## config.mk

```make
export PLATFORM = sky130hd
export DESIGN_NAME = s3i_fadd
export DESIGN_NICKNAME = d
export VERILOG_FILES = /design/src/hw/rtl/s3i_pkg.sv /design/src/hw/rtl/s3i_norm.sv /design/src/hw/rtl/s3i_fadd.sv
export SDC_FILE = /design/constraint.sdc
export NUM_CORES = 1
export LEC_CHECK = 0
export BUFFER_PORTS_ARGS = -buffer_cell sky130_fd_sc_hd__buf_2
export CAP_MARGIN = 20
export CORE_UTILIZATION = 40
export CTS_BUF_LIST = sky130_fd_sc_hd__clkbuf_4
export CTS_CLUSTER_DIAMETER = 120
export DETAILED_ROUTE_END_ITERATION = 6
export PLACE_DENSITY_LB_ADDON = 0.05
export SLEW_MARGIN = 20
export SYNTH_ARGS = -nofsm -noshare
export SYNTH_HDL_FRONTEND = slang
export SYNTH_SLANG_ARGS = --single-unit
```

## constraint.sdc

```tcl
create_clock -name i_clk -period 38.1 [get_ports i_clk]
set_input_delay 3.81 -clock i_clk [delete_from_list [all_inputs] [get_ports i_clk]]
set_output_delay 3.81 -clock i_clk [all_outputs]
set_load 0.02 [all_outputs]
```

## src/hw/rtl/s3i_pkg.sv

```systemverilog
// Shared types, constants and helper functions for the symmetric 3x3 inverse.
// Used by every module of the block; depends on nothing.
`timescale 1ns / 1ps
`default_nettype none
package s3i_pkg;

    localparam logic [31:0] V_ZERO = 32'h0000_0000;
    localparam logic [31:0] QNAN   = 32'h7FC0_0000;

    // Pipeline depths of the arithmetic units.
    localparam int LAT_NORM  = 2;
    localparam int LAT_MUL   = 1 + LAT_NORM;
    localparam int LAT_ADD   = 2 + LAT_NORM;
    localparam int DIV_STEPS = 27;
    localparam int LAT_RCP   = 1 + DIV_STEPS + LAT_NORM;

    // Alignment delays inside the top level.
    localparam int D_A     = LAT_MUL + LAT_ADD;
    localparam int D_M3    = LAT_ADD;
    localparam int D_COF   = LAT_MUL + 2 * LAT_ADD + LAT_RCP;
    localparam int D_SING  = LAT_RCP + LAT_MUL;
    localparam int LAT_ALL = 2 * LAT_MUL + 3 * LAT_ADD + LAT_RCP + LAT_MUL;

    typedef struct packed {
        logic nan;
        logic inf;
        logic zero;
        logic sign;
    } t_fp_spec;

    typedef struct packed {
        logic        sign;
        logic [7:0]  exp;
        logic [23:0] mant;
        logic        is_nan;
        logic        is_inf;
        logic        is_zero;
    } t_fp_unp;

    // Subnormals get exponent one and no hidden bit.
    function automatic t_fp_unp fp_unpack(input logic [31:0] w);
        t_fp_unp u;
        u.sign    = w[31];
        u.exp     = (w[30:23] == 8'd0) ? 8'd1 : w[30:23];
        u.mant    = {(w[30:23] != 8'd0), w[22:0]};
        u.is_nan  = (&w[30:23]) & (|w[22:0]);
        u.is_inf  = (&w[30:23]) & ~(|w[22:0]);
        u.is_zero = (w[30:0] == 31'd0);
        return u;
    endfunction

    function automatic logic [5:0] lzc48(input logic [47:0] v);
        logic [5:0] n;
        logic       hit;
        n   = 6'd0;
        hit = 1'b0;
        for (int i = 47; i >= 0; i--) begin
            if (!hit) begin
                if (v[i]) begin
                    hit = 1'b1;
                end else begin
                    n = n + 6'd1;
                end
            end
        end
        return n;
    endfunction

endpackage
`default_nettype wire

```

## src/hw/rtl/s3i_norm.sv

```systemverilog
// Normalize and round stage shared by the multiplier, adder and reciprocal.
// Two register stages; uses s3i_pkg.
`timescale 1ns / 1ps
`default_nettype none
module s3i_norm
    import s3i_pkg::*;
(
    input  wire logic        i_clk,
    input  wire logic        i_en,
    input  wire t_fp_spec    i_spec,
    input  wire logic [47:0] i_p,
    input  wire logic [10:0] i_eb,
    output logic      [31:0] o_word
);

    // The value is i_p * 2^(eb - 173); a leading one at bit 46 means exponent eb.
    logic [5:0]         lz;
    logic signed [10:0] eb_s;
    logic signed [10:0] lz_s;
    logic signed [10:0] lsh;
    logic signed [10:0] base;

    t_fp_spec    r_spec;
    logic [47:0] r_p;
    logic [7:0]  r_lsh;
    logic [9:0]  r_base;

    always_comb begin
        lz   = lzc48(i_p);
        eb_s = $signed(i_eb);
        lz_s = $signed({5'd0, lz});
        lsh  = (eb_s < lz_s) ? eb_s : lz_s;
        base = eb_s - lsh;
    end

    always_ff @(posedge i_clk) begin
        if (i_en) begin
            r_spec <= i_spec;
            r_p    <= i_p;
            r_lsh  <= lsh[7:0];
            r_base <= base[9:0];
        end
    end

    logic [7:0]  rs;
    logic [5:0]  rsc;
    logic [95:0] wide;
    logic [47:0] sh;
    logic        stx;
    logic [23:0] m;
    logic        inc;
    logic [32:0] total;
    logic [31:0] n_word;

    always_comb begin
        rs   = ~r_lsh + 8'd1;
        rsc  = (rs > 8'd48) ? 6'd48 : rs[5:0];
        wide = {r_p, 48'd0} >> rsc;
        if (r_lsh[7]) begin
            sh  = wide[95:48];
            stx = |wide[47:0];
        end else begin
            sh  = r_p << r_lsh[5:0];
            stx = 1'b0;
        end
        m     = sh[47:24];
        inc   = sh[23] & ((|sh[22:0]) | stx | m[0]);
        // A carry out of the mantissa moves into the exponent field.
        total = {r_base, 23'd0} + {9'd0, m} + {32'd0, inc};
        if (r_spec.nan) begin
            n_word = QNAN;
        end else if (r_spec.inf || (total[32:23] >= 10'd255)) begin
            n_word = {r_spec.sign, 8'hFF, 23'd0};
        end else if (r_spec.zero) begin
            n_word = {r_spec.sign, 31'd0};
        end else begin
            n_word = {r_spec.sign, total[30:0]};
        end
    end

    always_ff @(posedge i_clk) begin
        if (i_en) begin
            o_word <= n_word;
        end
    end

endmodule
`default_nettype wire

```

## src/hw/rtl/s3i_fadd.sv

```systemverilog
// Pipelined single-precision adder: align, add, then s3i_norm.
// Uses s3i_pkg and s3i_norm; subtraction is done by flipping the sign of i_b.
`timescale 1ns / 1ps
`default_nettype none
module s3i_fadd
    import s3i_pkg::*;
(
    input  wire logic        i_clk,
    input  wire logic        i_en,
    input  wire logic [31:0] i_a,
    input  wire logic [31:0] i_b,
    output logic      [31:0] o_word
);

    t_fp_unp     ua;
    t_fp_unp     ub;
    t_fp_unp     big;
    t_fp_unp     sml;
    logic [7:0]  dexp;
    logic [4:0]  dc;
    logic [53:0] al;

    logic [26:0] r_big;
    logic [26:0] r_sml;
    logic        r_sub;
    logic        r_sign;
    logic        r_zsign;
    logic [7:0]  r_exp;
    logic        r_nan;
    logic        r_inf;
    logic        r_inf_sign;

    always_comb begin
        ua = fp_unpack(i_a);
        ub = fp_unpack(i_b);
        if (i_a[30:0] >= i_b[30:0]) begin
            big = ua;
            sml = ub;
        end else begin
            big = ub;
            sml = ua;
        end
        dexp = big.exp - sml.exp;
        dc   = (dexp > 8'd27) ? 5'd27 : dexp[4:0];
        al   = {sml.mant, 3'd0, 27'd0} >> dc;
    end

    always_ff @(posedge i_clk) begin
        if (i_en) begin
            r_big      <= {big.mant, 3'd0};
            r_sml      <= al[53:27] | {26'd0, |al[26:0]};
            r_sub      <= ua.sign ^ ub.sign;
            r_sign     <= big.sign;
            r_zsign    <= ua.sign & ub.sign;
            r_exp      <= big.exp;
            r_nan      <= ua.is_nan | ub.is_nan
                        | (ua.is_inf & ub.is_inf & (ua.sign ^ ub.sign));
            r_inf      <= ua.is_inf | ub.is_inf;
            r_inf_sign <= ua.is_inf ? ua.sign : ub.sign;
        end
    end

    logic [27:0] sum;
    t_fp_spec    n_spec;
    t_fp_spec    r2_spec;
    logic [47:0] r2_p;
    logic [10:0] r2_eb;

    always_comb begin
        sum         = r_sub ? ({1'b0, r_big} - {1'b0, r_sml})
                            : ({1'b0, r_big} + {1'b0, r_sml});
        n_spec.nan  = r_nan;
        n_spec.inf  = r_inf;
        n_spec.zero = (sum == 28'd0);
        // An exact zero is negative only when both operands were negative.
        n_spec.sign = r_inf ? r_inf_sign : ((sum == 28'd0) ? r_zsign : r_sign);
    end

    always_ff @(posedge i_clk) begin
        if (i_en) begin
            r2_spec <= n_spec;
            r2_p    <= {sum, 20'd0};
            r2_eb   <= {3'd0, r_exp};
        end
    end

    s3i_norm u_norm (
        .i_clk  (i_clk),
        .i_en   (i_en),
        .i_spec (r2_spec),
        .i_p    (r2_p),
        .i_eb   (r2_eb),
        .o_word (o_word)
    );

endmodule
`default_nettype wire

```

# Yosys cells after proc, flatten, opt, wreduce, memory -nomap -nowiden

Cells that the tools add are included.

Register bits: 187
Input bits: 66
Output and inout bits: 32
Word-level logic and storage cells: 286

Add/subtract/negate cells: 54
Order comparisons: 5
Shift-type cells: 3
Muxes and demuxes: 164
Bitwise operators: 18
Reduce and logical (&&, ||, !) cells: 17

Operator list:

| operator            | number |
|---|---|
| $mux 6              | 75 |
| $add 6x1->6 const B | 46 |
| $shr 96x6->96       | 1 |
| $mux 1              | 79 |
| $reduce_or 23->1    | 3 |
| $logic_not 31->1    | 2 |
| $shr 54x5->54       | 1 |
| $mux 48             | 1 |
| $reduce_or 48->1    | 1 |
| $shl 48x6->48       | 1 |
| $mux 36             | 1 |
| $mux 35             | 1 |
| $add 33x1->33       | 1 |
| $add 33x24->33      | 1 |
| $ge 31x31->1        | 1 |
| $mux 31             | 1 |
| $add 27x27->28      | 1 |
| $logic_not 28->1    | 1 |
| $mux 28             | 1 |
| $sub 27x27->28      | 1 |
| $or 27x1->27        | 1 |
| $reduce_or 27->1    | 1 |
| $mux 8              | 3 |
| $mux 23             | 1 |
| 20 further kinds    | 35 |

# Depth between registers and ports, before layout

Gate-level depths: netlist of the first run.

Depth after elaboration: 125
Depth in mapped cells: 150
Gate-level depth less buffers: 147

# Hierarchy

Synthesis of the first run repeated with hierarchy kept, for this count alone.

Cell total of the unflattened synthesis: 3322
Area, all modules: 26778.2 um2

Modules (own cells, without submodules):

| module   | instances | cells each | area an instance (um2) | seq. area each (um2) |
|---|---|---|---|---|
| s3i_norm | 1         | 2081       | 16279.4                | 3062.9 |
| s3i_fadd | 1         | 1241       | 10498.8                | 3153.0 |

# Worst setup path after synthesis of the first run

OpenSTA, ideal clock, no wires.

Path kind: reg2reg
Start point: register r2_p[46]
End point: register u_norm.r_base[6], data pin
Setup time: 0.261 ns
Arrival time: 27.809 ns
Required time: 37.839 ns
Setup slack: 10.030 ns
Stages on the path, launching flop included: 148
Buffers on the path: 3
Period minus slack after synthesis: 28.070 ns
Cell sequence: edfxtp_1 or2_2 inv_1 ha_1 nor3_1 nor2_1 ha_1 nor4_1 a211o_1 inv_1 ha_1 nand2_1 o21ai_0 ha_1 nand2b_1 a31oi_1 ha_1 nand2_1 [112 not listed] a21boi_0 o21ai_0 nand2b_1 a21oi_1 nor2b_1 o21ai_0 nand2_1 clkbuf_1 o21ai_0 ha_1 inv_1 fa_1 a21o_1 a21oi_1 nor2b_1 o21a_1 nor2_1 xor2_1

Longest elaborated chain between the ends: 123
Elaborated cells between the ends (all ways): 170
Those cells by class: add/sub: 47; order compare: 1; mux: 122

Ends and longest elaborated chain:

| element                | line           | source |
|---|---|---|
| from (decl)            | s3i_fadd.sv:66 | `logic [47:0] r2_p;` |
| from (signal assigned) | s3i_fadd.sv:82 | `r2_p <= {sum, 20'd0};` |
| $mux 6                 | s3i_pkg.sv:59  | `if (v[i]) begin` |
| $mux 6                 | s3i_pkg.sv:58  | `if (!hit) begin` |
| $add 6x1->6            | s3i_pkg.sv:62  | `n = n + 6'd1;` |
| $mux 6                 | s3i_pkg.sv:59  |  |
| $mux 6                 | s3i_pkg.sv:58  |  |
| $add 6x1->6            | s3i_pkg.sv:62  |  |
| $mux 6                 | s3i_pkg.sv:59  |  |
| $mux 6                 | s3i_pkg.sv:58  |  |
| [109 not listed]       | n/a            |  |
| $mux 6                 | s3i_pkg.sv:58  |  |
| $add 6x1->6            | s3i_pkg.sv:62  |  |
| $mux 6 (*)             | s3i_pkg.sv:58  |  |
| $lt 8x6->1             | s3i_norm.sv:32 | `lsh = (eb_s < lz_s) ? eb_s : lz_s;` |
| $mux 8 (*)             | s3i_norm.sv:32 |  |
| via u_norm.lsh[0]      | s3i_norm.sv:20 | `logic signed [10:0] lsh;` |
| $sub 9x10->10 (*)      | s3i_norm.sv:33 | `base = eb_s - lsh;` |
| via u_norm.base[6]     | s3i_norm.sv:21 | `logic signed [10:0] base;` |
| to (signal assigned)   | s3i_norm.sv:41 | `r_base <= base[9:0];` |
| to (decl)              | s3i_norm.sv:26 | `logic [9:0] r_base;` |

The timed path passes the listed nets; every way through them passes the cells marked *.
A chain may end at the register's enable or synchronous reset.

# Final worst setup path of the first run

Start point: register r2_p[46]
End point: register u_norm.r_base[7], data pin

Same word-level chain as after synthesis.

==> flow_metrics.tcl, run 1 <==
set metrics [dict create \
    status "finished clean" \
    syn_area_um2 21900 \
    tightest_slew_ns 0.992 \
    core-area_um2 53900 \
    cts_setup_buffers 0 \
    synth_top_family_by_area "simple AND/OR/NAND/NOR gates" \
    clk_pin_slew_worst_paths_ns 0.18 \
    die-area_um2 55600 \
    period_share 0.819 \
    p_total_w 0.000977 \
    timing.slew.headroom 0.336 \
    period_needed_ns 31.20 \
    muxShareOfSynthArea 0.121 \
    final-max-slew-violation-count 0 \
    synth_edf_count 187 \
    die_w_um 236 \
    grt_start_max_net_pins 113 \
    root_buffer "clkbuf_4" \
    cp_num_cells 143 \
    synth_top_cell_area_share 0.257 \
    crit_top_cell "ha_1" \
    cts.path.max_buffers 2 \
    grt_overflow 0 \
    routed_wl_um 66500 \
    final_cell_mix "nor2_1, nand2_1, a21oi_1, edfxtp_1, mux2i_1" \
    leakagePower_nw 9.26 \
    critPathArrivalTime_ns 31.67 \
    dr.pass1.iters 6 \
    yosysWarnings 0 \
    setup_tns_ns 0 \
    ant_nets 0 \
    place_hpwl_um 52800 \
    fillers 5424 \
    place_congestion 0.965 \
    finalSetupViolations 0 \
    synth_compound_area_frac 0.199 \
    nNetsFinal 2858 \
    maxCapViolCount 0 \
    multiInputGateArea_um2 15300 \
    synthAdderAreaFrac 0.0874 \
    critical_path.slowest_cell "a31oi_1" \
    ys_ff_latch 187 \
    synth_top_area_cell "edfxtp_1" \
    num_io_pins 98 \
    cts_tree "built" \
    yosys.area_share.simple 0.211 \
    grt_first_pass_wirelength_um 105000 \
    cp_top_family "adder cells" \
    place_ws_ns 7.20 \
    antenna_found_initial 1 \
    cts_made_buffers 17 \
    synth_cell_type_count 95 \
    hold_depth 0 \
    cts_sinks 187 \
    crit_type "flop to flop" \
    drtIter0Drc 1149 \
    r2r_end "u_norm.r_base[7]$_DFFE_PP_" \
    area_growth_pct 6.71 \
    htree_levels 4 \
    drc_errors 0 \
    r2r_setup_slack_ns 6.90 \
    vias 19800 \
    initial_utilization 0.406 \
    avgRoutedWirePerCell_um 19.8 \
    drive_gt1_frac 0.107 \
    finalHoldViolations 0 \
    vdd_drop_max_mv 0.0212 \
    critPathBufInv 6 \
    synth-xor-area-share 0.0803 \
    final.setup.worst_slack_ns 6.90 \
    holdCritStartpoint "r_exp[1]$_DFFE_PP_" \
    vias_per_cell 5.89 \
    final_common_cell "nor2_1" \
    grt_pass1_vias 18900 \
    skew_ns 0.0360 \
    synth_cells 2613 \
    hp-class "flop to flop" \
    io_buffers 97 \
    synth_ff_type "edfxtp_1" \
    timing.fmax_mhz 32.0 \
    crit_required_ns 38.57 \
    grtUsageTotal 0.237 \
    post_cts_resized 0 \
    reg2reg_depth 143 \
    syn_avg_cell_area_um2 8.37 \
    r2r_start "r2_p[46]$_DFFE_PP_" \
    die_height_um 236 \
    rows 85 \
    p_per_area_nw_per_um2 41.8 \
    postCtsHoldBufs 0 \
    whs_endpoint "r2_eb[1]$_DFFE_PP_" \
    setup.worst_path.start_class "flop" \
    regArea_um2 5620 \
    synth_area_leaders "edfxtp_1, ha_1, mux2i_1" \
    async_flop_share 0 \
    slowest_delay_ns 0.65 \
    ys_seq_area_frac 0.257 \
    cp-end-kind "flop" \
    clock_latency_ns 0.71 \
    cp_max_fo 21 \
    rsz0062_at_grt "no" \
]
==> metal layers <==
metal | global-route usage | share of wire | up-vias | wire (um)
met3 | 0.0260 | 0.038 | 98 | 2530
met5 | 0 | 0 | - | 0
met4 | 0.0907 | 0.030 | 0 | 2030
li1 | - | - | 9751 | -
met1 | 0.304 | 0.45 | 9401 | 29800
met2 | 0.409 | 0.48 | 505 | 32100
==> cells by family after synthesis <==
family | Yosys count
compound gates | 678
xor+xnor | 181
fa+ha+maj | 151
buf+inv | 253
flops | 187
mux | 223
other cells | 1
simple gates | 939
==> flip-flops by register name, indices dropped and copies added, names as in the netlist, 4 cells and up <==
| signal | cells |
|---|---|
| r2_spec | 4 |
| u_norm.r_spec | 4 |
| r_big | 24 |
| r_sml | 27 |
| r2_eb | 8 |
| u_norm.r_base | 10 |
| u_norm.r_p | 28 |
| u_norm.r_lsh | 8 |
| r2_p | 28 |
| u_norm.o_word | 32 |
| r_exp | 8 |
==> power by group <==
| group | switching (W) | internal, W | leakage (nW) | total, W |
|---|---|---|---|---|
| clock network | 0.0000844 | 0.0000373 | 0.164 | 0.000122 |
| logic | 0.000337 | 0.000211 | 7.28 | 0.000548 |
| registers | 0.0000406 | 0.000267 | 1.82 | 0.000307 |
==> cell type report <==
| cell class | count | area share |
|---|---|---|
| Multi-Input combinational cell | 2174 | 0.656 |
| Sequential cell | 187 | 0.241 |
| Clock inverter | 14 | 0.00750 |
| Tap cell | 696 | 0.0373 |
| Clock buffer | 18 | 0.00579 |
| Antenna cell | 2 | 0.000214 |
| Inverter | 135 | 0.0217 |
| Timing Repair Buffer | 126 | 0.0305 |
==> through the flow <==
stage                util  hold WS, ns  cell area (um2)  instances
detailed placement  0.427        0.405            23000       3318
global route        0.433        0.457            23300       3351
global placement    0.427        0.402            23000       3318
finish              0.433        0.429            23300       3352
CTS                 0.433        0.433            23300       3350
floorplan               -        0.400            21900       2614
==> cell usage after synthesis (all sizes together), types with 23 or more instances <==
library cell,number
a211oi,38
a21o,27
a21oi,197
and2,31
and3,29
buf,23
clkbuf,95
edfxtp,187
ha,148
inv,135
mux2,44
mux2i,151
mux4,28
nand2,249
nand2b,35
nand3,69
nand4,36
nor2,253
nor2b,30
nor3,73
nor4,39
o21a,46
o21ai,151
o21bai,23
o22ai,34
xnor2,106
xor2,66
==> worst max-delay path by stage <==
stage                            endpoint               start  slack (ns)
2_1_floorplan  u_norm.r_base[6]$_DFFE_PP_  r2_p[46]$_DFFE_PP_       10.03
3_3_place_gp   u_norm.r_base[7]$_DFFE_PP_  r2_p[46]$_DFFE_PP_        8.13
3_5_place_dp   u_norm.r_base[6]$_DFFE_PP_  r2_p[47]$_DFFE_PP_        7.20
4_1_cts        u_norm.r_base[7]$_DFFE_PP_  r2_p[46]$_DFFE_PP_        7.05
5_1_grt        u_norm.r_base[6]$_DFFE_PP_  r2_p[46]$_DFFE_PP_        4.80
6_report       u_norm.r_base[7]$_DFFE_PP_  r2_p[46]$_DFFE_PP_        6.90
Power figures use the tool's default switching activity.
==> inputs of run 2 (changes only) <==
Clock period 38.1 ns to 31.2 ns, I/O delays scaled along.
==> run 2 against run 1 <==
Worst setup slack got worse by 5.2 ns. Maximum frequency increased by 5.8%. Combinational power increased by 26%. Clock power increased by 20%.
==> flow_metrics.tcl, run 2 (same netlist as run 1, synthesis figures left out) <==
set metrics [dict create \
    vias_per_cell 5.87 \
    status "finished clean" \
    io_buffers 97 \
    critPathArrivalTime_ns 29.97 \
    cts_sinks 187 \
    antenna_found_initial 1 \
    largest_reg_flops 32 \
    slowest_delay_ns 0.45 \
    clk_pin_slew_worst_paths_ns 0.18 \
    instances_no_fill 3368 \
    intPower_w 0.000640 \
    timing.fmax_mhz 33.9 \
    cp-end-kind "flop" \
    finalHoldViolations 0 \
    crit_type "flop to flop" \
    power_frac_seq 0.311 \
    drive_gt1_frac 0.118 \
    dp_cells 3319 \
    die-area_um2 55600 \
    htree_levels 4 \
    initial_utilization 0.406 \
    leakagePower_nw 9.34 \
    ant_nets 0 \
    fillers 5412 \
    area_growth_pct 7.86 \
    die_w_um 236 \
    place_ws_ns 0.600 \
    p_comb_frac 0.568 \
    die_height_um 236 \
    core-area_um2 53900 \
    skew_ns 0.0380 \
    cp_max_fo 7 \
    place_congestion 0.965 \
    period_share 0.945 \
    vdd_drop_max_mv 0.0262 \
    regArea_um2 5620 \
    cts.path.max_buffers 2 \
    switching_share 0.472 \
    avgRoutedWirePerCell_um 19.9 \
    multiInputGateArea_um2 15500 \
    final_core_util 0.438 \
    p_clk_frac 0.121 \
    top_register "u_norm.o_word" \
    drc_errors 0 \
    cts_made_buffers 17 \
    timing.slew.headroom 0.331 \
    drtIter0Drc 1261 \
    routed_wl_um 66900 \
    p_total_w 0.00121 \
    whs_ns 0.432 \
    tightest_slew_ns 1.00 \
    grt_pass1_vias 18900 \
    grt_overflow 0 \
    dr.pass1.iters 6 \
    grt_start_max_net_pins 113 \
    reg_top3 "u_norm.o_word x32, r2_p x28, u_norm.r_p x28" \
    place_hpwl_um 52700 \
    hp-class "flop to flop" \
    num_io_pins 98 \
    switchingPower_w 0.000572 \
    final_cell_mix "nor2_1, nand2_1, a21oi_1, edfxtp_1, mux2i_1" \
    final.setup.worst_slack_ns 1.71 \
    nNetsFinal 2875 \
    grtUsageTotal 0.238 \
    p_per_area_nw_per_um2 51.4 \
    crit_top_cell "ha_1" \
    clock_latency_ns 0.72 \
    period_needed_ns 29.49 \
    final-max-slew-violation-count 0 \
    finalSetupViolations 0 \
    grt_first_pass_wirelength_um 105000 \
    critical_path.slowest_cell "edfxtp_1" \
    final_common_cell "nor2_1" \
    crit_required_ns 31.68 \
    maxCapViolCount 0 \
    cts_tree "built" \
    rows 85 \
    root_buffer "clkbuf_4" \
    setup.worst_path.start_class "flop" \
    vias 19800 \
]
run 2: through the flow:
stage	area [um2]	setup TNS [ns]
2_1_floorplan	21900	0
3_3_place_gp	23000	0
3_5_place_dp	23000	0
4_1_cts	23400	0
5_1_grt	23600	-0.117
6_report	23600	0
run 2: layout make-up:
| cell class | count | area share |
|---|---|---|
| well taps | 696 | 0.0369 |
| clock inverters | 14 | 0.00764 |
| repair buffers | 141 | 0.0349 |
| flip-flops and latches | 187 | 0.238 |
| clock buffers | 18 | 0.00573 |
| inverters | 135 | 0.0215 |
| multi-input cells | 2176 | 0.655 |
| diodes | 1 | 0.000106 |
run 2: worst paths after layout:
check                     startpoint                          to  slack [ns]  cells past startpoint
setup / recovery  r2_p[46]$_DFFE_PP_  u_norm.r_base[7]$_DFFE_PP_        1.71                    148
hold / removal    r_exp[0]$_DFFE_PP_          r2_eb[0]$_DFFE_PP_        0.43                      0
setup reg to reg  r2_p[46]$_DFFE_PP_  u_norm.r_base[7]$_DFFE_PP_        1.71                    148
hold reg to reg   r_exp[0]$_DFFE_PP_          r2_eb[0]$_DFFE_PP_        0.43                      0
run 2: layer usage:
layer	GRT usage	vias up	wire [um]
met2	0.407	495	32000
met5	0	-	0
li1	-	9783	-
met3	0.0240	107	2420
met1	0.306	9376	30200
met4	0.100	0	2300
run 2: repair_timing:
action,4_1_cts,5_1_grt
endpoints found under the setup margin,0,16
setup buffers,0,14
resized for setup,0,29
hold buffers,0,0
run 2: critical path, delay by kind of cell, from the launching register on:
kind,cells,cell delay (ns)
mux,10,1.94
buf+inv,11,0.99
compound gates,53,8.79
simple gates,27,3.60
fa+ha+maj,46,13.42
flops,1,0.45
xor+xnor,1,0.07
run 2: power by group through the flow:
stage / Sequential, W / Clock, W / Combinational, W
floorplan: 0.000356 / 0 / 0.000497
global placement: 0.000380 / 0 / 0.000656
detailed placement: 0.000381 / 0 / 0.000661
CTS: 0.000375 / 0.000154 / 0.000665
global route: 0.000382 / 0.000162 / 0.000758
finish: 0.000376 / 0.000147 / 0.000689
==> inputs of run 3 (changes only) <==
Settings changed: CORE_ASPECT_RATIO from default to 1.25.
==> run 3 against run 2 <==
Clock skew decreased by 0.0041 ns. Clock power decreased by 5%. Sequential share of layout area about the same. Register-to-register slack improved by 0.02 ns. Die area about the same. Count of clock-buffer cells in the layout decreased by 1. Via count increased by 0.57%. Power decreased by 0.50%. Core utilization about the same. Largest cell class unchanged.
==> flow_metrics.tcl, run 3 (same netlist as run 1, synthesis figures left out) <==
set metrics [dict create \
    setup.worst_path.start_class "flop" \
    core-area_um2 53800 \
    final_cell_mix "nor2_1, nand2_1, a21oi_1, edfxtp_1, mux2i_1" \
    crit_required_ns 31.64 \
    ant_nets 0 \
    cts_sinks 187 \
    grt_pass1_vias 19200 \
    vias_per_cell 5.85 \
    initial_utilization 0.406 \
    finalSetupViolations 0 \
    p_per_area_nw_per_um2 51.1 \
    drtIter0Drc 1161 \
    rows 95 \
    critical_path.slowest_cell "edfxtp_1" \
    cp_max_fo 21 \
    critPathArrivalTime_ns 29.91 \
    top_register "u_norm.o_word" \
    leakagePower_nw 9.32 \
    htree_levels 4 \
    avgRoutedWirePerCell_um 20.1 \
    timing.fmax_mhz 33.9 \
    whs_ns 0.435 \
    die_w_um 211 \
    final-max-slew-violation-count 0 \
    root_buffer "clkbuf_4" \
    io_buffers 97 \
    nNetsFinal 2872 \
    clk_pin_slew_worst_paths_ns 0.18 \
    die_height_um 263 \
    r2r_end "u_norm.r_base[7]$_DFFE_PP_" \
    die-area_um2 55600 \
    status "finished clean" \
    dr.pass1.iters 7 \
    drc_errors 0 \
    cts_tree "built" \
    skew_ns 0.0339 \
    holdCritStartpoint "r_exp[0]$_DFFE_PP_" \
    p_total_w 0.00121 \
    period_needed_ns 29.47 \
    vias 19900 \
    whs_endpoint "r2_eb[0]$_DFFE_PP_" \
    drive_gt1_frac 0.117 \
    area_growth_pct 7.81 \
    crit_type "flop to flop" \
    hold_depth 0 \
    largest_reg_flops 32 \
    period_share 0.945 \
    place_congestion 0.943 \
    vdd_drop_max_mv 0.0242 \
    cp-end-kind "flop" \
    slowest_delay_ns 0.49 \
    r2r_setup_slack_ns 1.73 \
    tightest_slew_ns 1.08 \
    grt_start_max_net_pins 75 \
    clock_latency_ns 0.67 \
    grt_first_pass_wirelength_um 106000 \
    finalHoldViolations 0 \
    hp-class "flop to flop" \
    crit_top_cell "ha_1" \
    cts.path.max_buffers 2 \
    setup_tns_ns 0 \
    grtUsageTotal 0.244 \
    reg2reg_depth 147 \
    maxCapViolCount 0 \
    r2r_start "r2_p[46]$_DFFE_PP_" \
    routed_wl_um 68300 \
    reg_top3 "u_norm.o_word x32, r2_p x28, u_norm.r_p x28" \
    grt_overflow 0 \
    antenna_found_initial 1 \
    num_io_pins 98 \
    cts_made_buffers 17 \
    place_hpwl_um 54500 \
    final_common_cell "nor2_1" \
    timing.slew.headroom 0.276 \
]
## run 3: layer usage
layer / vias to the layer above / global-route usage / wire, um
li1: 9771 / - / -
met1: 9410 / 0.275 / 27100
met5: - / 0 / 0
met4: 0 / 0.155 / 4370
met2: 525 / 0.439 / 34700
met3: 168 / 0.0224 / 2070
## run 3: power breakdown
group	switching, W	internal [W]	total, W
Clock	0.000102	0.0000370	0.000139
Combinational	0.000423	0.000268	0.000691
Sequential	0.0000503	0.000325	0.000376
Total	0.000575	0.000631	0.00121
## run 3: per-stage QoR
stage | setup WS (ns) | instances | util | area [um2]
floorplan | 3.13 | 2614 | - | 21900
global placement | 1.61 | 3352 | 0.429 | 23100
detailed placement | 0.937 | 3352 | 0.429 | 23100
CTS | 0.853 | 3384 | 0.435 | 23400
global route | -0.0663 | 3396 | 0.438 | 23600
finish | 1.73 | 3396 | 0.438 | 23600
## run 3: repair_timing
item / CTS / global route
endpoints found under the hold margin: 0 / 0
hold buffers: 0 / 0
buffers inserted: 0 / 11
gates resized for setup: 0 / 24
setup endpoints to repair: 0 / 10
## run 3: worst max path at each step
stage	start	end	slack [ns]	cells past startpoint
3_3_place_gp	r2_p[46]$_DFFE_PP_	u_norm.r_base[7]$_DFFE_PP_	1.61	147
2_1_floorplan	r2_p[46]$_DFFE_PP_	u_norm.r_base[6]$_DFFE_PP_	3.13	147
3_5_place_dp	r2_p[46]$_DFFE_PP_	u_norm.r_base[6]$_DFFE_PP_	0.94	144
5_1_grt	r2_p[46]$_DFFE_PP_	u_norm.r_base[7]$_DFFE_PP_	-0.07	147
4_1_cts	r2_p[46]$_DFFE_PP_	u_norm.r_base[7]$_DFFE_PP_	0.85	144
6_report	r2_p[46]$_DFFE_PP_	u_norm.r_base[7]$_DFFE_PP_	1.73	147
## run 3: cell type report
cell class	count	area, um2
fillers	5408	30300
multi-input cells	2174	15400
flip-flops and latches	187	5620
well taps	727	910
repair buffers	140	817
inverters	135	507
clock inverters	15	174
clock buffers	17	128
diodes	1	2.50
## run 3: critical path, delay by kind of cell (launching register included)
kind | cells | cell delay [ns]
XOR/XNOR | 1 | 0.08
multiplexers | 10 | 2.00
AO/OA/AOI/OAI | 53 | 8.59
AND/OR/NAND/NOR | 28 | 3.86
flip-flops | 1 | 0.49
buffers and inverters | 9 | 0.68
adder cells (fa/ha/maj) | 46 | 13.52
